===== src/sv/tpsm_pkg.sv =====
`default_nettype none
package tpsm_pkg;
    localparam int unsigned InWidth  = 60;
    localparam int unsigned OutWidth = 50;
    localparam int unsigned ModWidth = 50;
    localparam logic [ModWidth-1:0] Modulus = 50'd1000000000000007;

    typedef logic [ModWidth-1:0] t_res;
    typedef t_res t_mat [16];

    // companion matrix, row major
    function automatic t_res f_companion(input logic [3:0] idx);
        t_res v;
        v = '0;
        case (idx)
            4'd0, 4'd1, 4'd2, 4'd3, 4'd5, 4'd6, 4'd7, 4'd9, 4'd14: v = t_res'(1);
            default: v = '0;
        endcase
        return v;
    endfunction

    // add two residues, result stays reduced
    function automatic t_res f_add_mod(input t_res a, input t_res b);
        logic [ModWidth:0] s;
        logic [ModWidth:0] d;
        s = {1'b0, a} + {1'b0, b};
        d = s - {1'b0, Modulus};
        return d[ModWidth] ? s[ModWidth-1:0] : d[ModWidth-1:0];
    endfunction
endpackage
`default_nettype wire


===== src/sv/tribonacci_prefix_sum_modpow_top.sv =====
`default_nettype none
// The work is up to 119 matrix products (60 exponent bits) of 64 serial modular products each,
// then a dot product of four serial modular products for the sum.
// Counts up to 3 strobe in the cycle after the start; a new word is taken only once that strobe has gone.
// Throughput: one word at a time; busy is high from the accepting edge through the strobe.
// Reset (synchronous, active low) returns the sequencer to idle.
// The receiver cannot stall: the result is on o_prefix_sum for one cycle with o_done.
module tribonacci_prefix_sum_modpow_top
    import tpsm_pkg::*;
(
    input  wire logic                i_clk,
    input  wire logic                i_rst_n,
    input  wire logic                start,
    output logic                     busy,
    input  wire logic [InWidth-1:0]  i_term_count,
    output logic                     o_done,
    output logic [OutWidth-1:0]      o_prefix_sum
);
    typedef enum logic [4:0] {
        S_IDLE = 5'b00001,
        S_MUL  = 5'b00010,
        S_WAIT = 5'b00100,
        S_NEXT = 5'b01000,
        S_DOT  = 5'b10000
    } t_state;

    t_state r_state;
    t_mat   r_base;
    t_mat   r_acc;
    t_mat   r_tmp;
    logic [InWidth-1:0] r_exp;
    logic   r_sq;          // current pass: 0 acc*=base, 1 base*=base
    logic [1:0] r_i;
    logic [1:0] r_j;
    logic [1:0] r_k;
    t_res   r_sum;
    logic   r_mstart;
    logic   r_done;
    t_res   r_out;

    t_res   op_a;
    t_res   op_b;
    t_res   seed;
    logic   m_done;
    t_res   m_prod;
    t_res   acc_new;

    // dot pass reuses k over row 0 of acc against the seed vector
    always_comb begin
        case (r_k)
            2'd0: seed = t_res'(6);
            2'd1: seed = t_res'(3);
            2'd2: seed = t_res'(2);
            default: seed = t_res'(1);
        endcase
        if (r_state == S_DOT) begin
            op_a = r_acc[{2'd0, r_k}];
            op_b = seed;
        end else if (r_sq) begin
            op_a = r_base[{r_i, r_k}];
            op_b = r_base[{r_k, r_j}];
        end else begin
            op_a = r_acc[{r_i, r_k}];
            op_b = r_base[{r_k, r_j}];
        end
        acc_new = f_add_mod(r_sum, m_prod);
    end

    tpsm_modmul u_mul (
        .i_clk   (i_clk),
        .i_rst_n (i_rst_n),
        .i_start (r_mstart),
        .i_a     (op_a),
        .i_b     (op_b),
        .o_done  (m_done),
        .o_prod  (m_prod)
    );

    always_ff @(posedge i_clk) begin
        if (!i_rst_n) begin
            r_state  <= S_IDLE;
            r_mstart <= 1'b0;
            r_done   <= 1'b0;
        end else begin
            case (r_state)
                S_IDLE: begin
                    r_mstart <= 1'b0;
                    // take a word only once the previous strobe has gone out
                    if (start && !busy) begin
                        for (int q = 0; q < 16; q++) begin
                            r_base[q] <= f_companion(4'(q));
                            r_acc[q]  <= (q % 5 == 0) ? t_res'(1) : '0;
                        end
                        r_i <= '0;
                        r_j <= '0;
                        r_k <= '0;
                        r_sum <= '0;
                        if (i_term_count <= InWidth'(3)) begin
                            case (i_term_count[1:0])
                                2'd1: r_out <= t_res'(1);
                                2'd2: r_out <= t_res'(3);
                                2'd3: r_out <= t_res'(6);
                                default: r_out <= '0;
                            endcase
                            r_done <= 1'b1;
                        end else begin
                            r_exp <= i_term_count - InWidth'(3);
                            r_sq  <= ~(i_term_count[0] ^ 1'b1); // exp bit0 = ~n[0]
                            r_state <= S_NEXT;
                            r_done <= 1'b0;
                        end
                    end else begin
                        r_done <= 1'b0;
                    end
                end
                S_NEXT: begin
                    // pick the next pass or finish
                    r_done <= 1'b0;
                    r_mstart <= 1'b1;
                    r_i <= '0;
                    r_j <= '0;
                    r_k <= '0;
                    r_sum <= '0;
                    if (r_exp == '0) begin
                        r_state <= S_DOT;
                    end else begin
                        r_sq  <= !r_exp[0];
                        r_state <= S_MUL;
                    end
                end
                S_MUL: begin
                    r_done <= 1'b0;
                    if (m_done) begin
                        if (r_k == 2'd3) begin
                            r_tmp[{r_i, r_j}] <= acc_new;
                            r_sum <= '0;
                            if ({r_i, r_j} == 4'hF) begin
                                r_state <= S_WAIT;
                                r_mstart <= 1'b0;
                            end else begin
                                {r_i, r_j} <= {r_i, r_j} + 4'd1;
                                r_mstart <= 1'b1;
                            end
                        end else begin
                            r_sum <= acc_new;
                            r_mstart <= 1'b1;
                        end
                        r_k <= r_k + 2'd1;
                    end else begin
                        r_mstart <= 1'b0;
                    end
                end
                S_WAIT: begin
                    // commit the product; shift the exponent after squaring, clear its bit 0 otherwise
                    r_done <= 1'b0;
                    r_mstart <= 1'b0;
                    if (r_sq) begin
                        r_base <= r_tmp;
                        r_exp  <= r_exp >> 1;
                    end else begin
                        r_acc <= r_tmp;
                        r_exp <= {r_exp[InWidth-1:1], 1'b0};
                    end
                    r_state <= S_NEXT;
                end
                S_DOT: begin
                    if (m_done) begin
                        r_sum <= acc_new;
                        r_k <= r_k + 2'd1;
                        if (r_k == 2'd3) begin
                            r_out <= acc_new;
                            r_done <= 1'b1;
                            r_mstart <= 1'b0;
                            r_state <= S_IDLE;
                        end else begin
                            r_done <= 1'b0;
                            r_mstart <= 1'b1;
                        end
                    end else begin
                        r_done <= 1'b0;
                        r_mstart <= 1'b0;
                    end
                end
                default: begin
                    r_done <= 1'b0;
                    r_mstart <= 1'b0;
                    r_state <= S_IDLE;
                end
            endcase
        end
    end

    assign busy         = (r_state != S_IDLE) || r_done;
    assign o_done       = r_done;
    assign o_prefix_sum = OutWidth'(r_out);
endmodule
`default_nettype wire


===== src/sv/tpsm_modmul.sv =====
`default_nettype none
// Serial modular multiplier: one bit of b per cycle, MSB first.
module tpsm_modmul
    import tpsm_pkg::*;
(
    input  wire logic i_clk,
    input  wire logic i_rst_n,
    input  wire logic i_start,
    input  wire t_res i_a,
    input  wire t_res i_b,
    output logic      o_done,
    output t_res      o_prod
);
    logic [5:0] r_cnt;
    logic [5:0] n_cnt;
    logic       r_run;
    logic       n_run;
    t_res       r_acc;
    t_res       n_acc;
    t_res       r_a;
    t_res       r_b;
    t_res       dbl;

    always_comb begin
        dbl   = f_add_mod(r_acc, r_acc);
        n_acc = r_acc;
        n_cnt = r_cnt;
        n_run = r_run;
        if (i_start) begin
            n_acc = '0;
            n_cnt = 6'(ModWidth);
            n_run = 1'b1;
        end else if (r_run) begin
            n_acc = r_b[r_cnt[5:0] - 6'd1] ? f_add_mod(dbl, r_a) : dbl;
            n_cnt = r_cnt - 6'd1;
            if (r_cnt == 6'd1) begin
                n_run = 1'b0;
            end
        end
    end

    always_ff @(posedge i_clk) begin
        if (!i_rst_n) begin
            r_run <= 1'b0;
            r_cnt <= '0;
        end else begin
            r_run <= n_run;
            r_cnt <= n_cnt;
        end
        r_acc <= n_acc;
        if (i_start) begin
            r_a <= i_a;
            r_b <= i_b;
        end
    end

    assign o_done = r_run && (r_cnt == 6'd1);
    assign o_prod = n_acc;
endmodule
`default_nettype wire


===== config.mk =====
export PLATFORM = sky130hd
export DESIGN_NAME = tribonacci_prefix_sum_modpow_top
export DESIGN_NICKNAME = d
export VERILOG_FILES = /design/src/sv/tpsm_pkg.sv /design/src/sv/tribonacci_prefix_sum_modpow_top.sv /design/src/sv/tpsm_modmul.sv
export SDC_FILE = /design/constraint.sdc
export NUM_CORES = 2
export LEC_CHECK = 0
export ABC_AREA = 1
export BUFFER_PORTS_ARGS = -buffer_cell sky130_fd_sc_hd__buf_2
export CAP_MARGIN = 15
export CELL_PAD_IN_SITES_DETAIL_PLACEMENT = 1
export CELL_PAD_IN_SITES_GLOBAL_PLACEMENT = 1
export CORE_MARGIN = 4
export CORE_UTILIZATION = 30
export DETAILED_ROUTE_END_ITERATION = 8
export PLACE_DENSITY_LB_ADDON = 0.1
export SLEW_MARGIN = 10
export SYNTH_ARGS = -nofsm -noshare
export SYNTH_HDL_FRONTEND = slang
export SYNTH_SLANG_ARGS = --single-unit

===== constraint.sdc =====
create_clock -name i_clk -period 66.5 [get_ports i_clk]
set_input_delay 9.975 -clock i_clk [delete_from_list [all_inputs] [get_ports i_clk]]
set_output_delay 9.975 -clock i_clk [all_outputs]
set_load 0.02 [all_outputs]

==> flow_summary.ini <==
[yosys]
synth_area_leader_cell = edfxtp_1
synth_top_cell_area_share = 0.628
synth-async-reset-ratio = 0
synth_compound_area_frac = 0.132
syn_inst = 12615
yosysSeqAreaShare = 0.638
ys_ff_latch = 2731
synthMostInstantiatedCell = edfxtp_1
synth_commonest_cells = edfxtp_1, nor2_1, nand2_1
synth_adder_area_share = 0.0117
synthMuxAreaShare = 0
synth-edff-count = 2667
synth_top_family_by_area = simple AND/OR/NAND/NOR gates
synthTopCellsByArea = edfxtp_1, nor2_1, o21ai_0
avgSynthCellArea_um2 = 10.1
synthXorXnorAreaFrac = 0.0151
yosys_warnings = 0
synth-simple-area-share = 0.136
ys_types = 81
synth_top_flop_cell = edfxtp_1
netlist_area_mm2 = 0.128
syn-num-nets = 12796

[cells_and_area]
final_cells = 18543
fin_nets = 12789
drive_above_1_share = 0.0752
design_area_mm2 = 0.145
areaGrowthSynthToFinish_pct = 13.6
utilization = 0.342
fill_cells = 47110

[power_and_ir_drop]
p_sw_frac = 0.454
p_total_mw = 8.00
clockPowerShare = 0.217
seqPwrFrac = 0.349
cellPowerDensity_mw_per_mm2 = 55.2
switchingPower_mw = 3.63
p_int_mw = 4.37
pwr-share-comb = 0.434
p_leak_nw = 54.8
peakVddDrop_mv = 0.0477

[setup_path]
cpPeakStageDelay_ns = 0.68
regToRegStartpoint = u_mul.r_acc[41]$_DFF_P_
ff2ff_path_depth = 64
startpoint_type = flop
r2r_end = r_tmp[21]$_DFFE_PP_
crit_slowest_cell = buf_4
rrSetupSlack_ns = 51.86
cp_max_fo = 67
path_class = flop to flop
cp_data_required_time_ns = 66.94
critPathLaunch = u_mul.r_acc[41]$_DFF_P_
crit_top_cell = nand2_1
cp-endpoint = r_tmp[21]$_DFFE_PP_
crit_arrival_ns = 15.08
setup.worst_path.end_class = flop

[placement]
portBuffers = 114
pre_cts_slack_ns = 50.84
gp_congestion = 0.904
dp_cells = 17944
place_area_mm2 = 0.135
place_hpwl_um = 315000

[drt]
drt_wl_total_um = 496000
drtAntennaViolNets = 0
drc = 0
wire_per_inst_um = 26.7
viasPerCell = 5.11
num_vias = 94702
drtPass1Iterations = 5
drtIter0Drc = 7101

[min_path]
min_from = r_state[1]$_SDFFE_PN0P_
hold_class = flop to flop

[sta]
finalSetupViolations = 0
layout_min_cycle_time_ns = 14.64
worst_slack_ns = 51.86
drv_slew = 0
fmax_ghz = 0.0683
rsz0062_at_grt = no
hold_slack_ns = 0.488
slew_headroom = 0.176
hold_viol_final = 0
fin_setup_tns_ns = 0
tightest_slew_ns = 1.22
fin_skew_ns = 0.0855
final.period_utilization = 0.220

[global_route]
grt_overflow = 0
grt_pass1_wl_um = 710000
grt_pass1_vias = 98184
grt_start_max_net_pins = 166
track_usage = 0.222
antenna_found_initial = 34

[die]
rows = 239
io_pins = 115
initial_core_util = 0.301
die_h_um = 660
core_area_mm2 = 0.424
die_w_um = 660
fp.dieArea_mm2 = 0.436

[run]
maxCapViolCount = 0

[cts]
cts.reportedPaths.clkPinSlew_ns = 0.05
cts_sinks = 2731
numCtsBuffers = 325
cts_setup_buffers = 0
cts_hold_buffers = 0
cts_tree = done
cts-root-buf = clkbuf_16
htree_levels = 5
cts_buffer_depth = 4
clkLatencyLatePin_ns = 0.94
cts-resized-gates = 0

[run_status]
status = finished clean
## worst min-delay path by stage
stage | to | depth (start not counted)
after floorplan | r_state[1]$_SDFFE_PN0P_ | 2
after global placement | r_state[1]$_SDFFE_PN0P_ | 2
after detailed placement | r_state[1]$_SDFFE_PN0P_ | 2
after CTS | r_state[1]$_SDFFE_PN0P_ | 2
after global routing | r_state[1]$_SDFFE_PN0P_ | 2
final | r_state[1]$_SDFFE_PN0P_ | 2
## power by group through the flow
stage                     combinational [mW]  sequential [mW]  clock (mW)
after detailed placement                3.53             2.83           0
after global routing                    3.78             2.82        1.85
final                                   3.47             2.79        1.73
after CTS                               3.54             2.79        1.78
after floorplan                         1.87             3.20           0
after global placement                  3.51             2.82           0
## area by class of cell
| type | instances | area, µm² | share of cell area |
|---|---|---|---|
| flip-flops and latches | 2731 | 81400 | 0.562 |
| multi-input cells | 7620 | 37900 | 0.261 |
| clock buffers | 402 | 8480 | 0.0585 |
| well taps | 5663 | 7090 | 0.0489 |
| inverters | 1602 | 6060 | 0.0418 |
| repair buffers | 328 | 2360 | 0.0163 |
| clock inverters | 185 | 1640 | 0.0113 |
| diodes | 12 | 30.0 | 0.000207 |
## kinds of logic (layout without fill, tap and decap cells)
| logic type | after synthesis | in the layout |
|---|---|---|
| AND/OR/NAND/NOR | 4273 | 4273 |
| flip-flops | 2731 | 2731 |
| buffers and inverters | 2264 | 2517 |
| XOR/XNOR | 212 | 212 |
| AO/OA/AOI/OAI | 3017 | 3017 |
| other | 0 | 12 |
| adder cells (fa/ha/maj) | 118 | 118 |
## layer usage
layer  GRT usage  vias to the layer above  wire length (µm)
li1            -                    43374                 -
met2       0.369                     1971            233000
met3      0.0197                      626             18700
met4      0.0594                        4             14100
met5           0                        -                27
met1       0.309                    48727            230000
## flip-flops by register name (all words and copies together), names as in the netlist, 50 cells and up
signal	cells
r_sum	50
r_tmp	800
u_mul.r_acc	50
o_prefix_sum	50
r_base	800
u_mul.r_b	50
r_exp	60
r_acc	800
u_mul.r_a	50
## worst max-delay path, delay by kind of cell, from the launching register on
kind                     cells  cell delay (ns)
AO/OA/AOI/OAI                7             1.82
buffers and inverters        8             2.71
adder cells (fa/ha/maj)      2             0.77
XOR/XNOR                     3             1.35
AND/OR/NAND/NOR             44             6.83
flip-flops                   1             0.48
## cells in the final DEF (no fill, tap or decap), types with 26 or more instances in the layout
cell type / netlist / layout
a31oi_1: 38 / 38
o21ai_0: 1458 / 1458
nand2_1: 1601 / 1600
inv_1: 1567 / 1560
ha_1: 116 / 116
a21oi_1: 841 / 841
clkbuf_1: 580 / 73
a32o_1: 71 / 71
buf_4: 1 / 199
inv_2: 27 / 29
buf_2: 5 / 114
clkinv_1: 8 / 94
a21o_1: 26 / 26
nor2_1: 2018 / 1996
nand2_2: 40 / 40
edfxtp_1: 2667 / 2667
xnor2_1: 42 / 42
o22ai_1: 181 / 181
xor2_1: 163 / 163
nor4_1: 29 / 28
nand3_1: 358 / 358
o21ai_1: 41 / 32
clkbuf_16: 0 / 327
clkinv_2: 0 / 37
nand4_1: 66 / 66
a22o_1: 31 / 31
nor3_1: 75 / 72
o211ai_1: 187 / 187
dfxtp_1: 64 / 62
No activity file was read; power rests on OpenSTA's default activity.
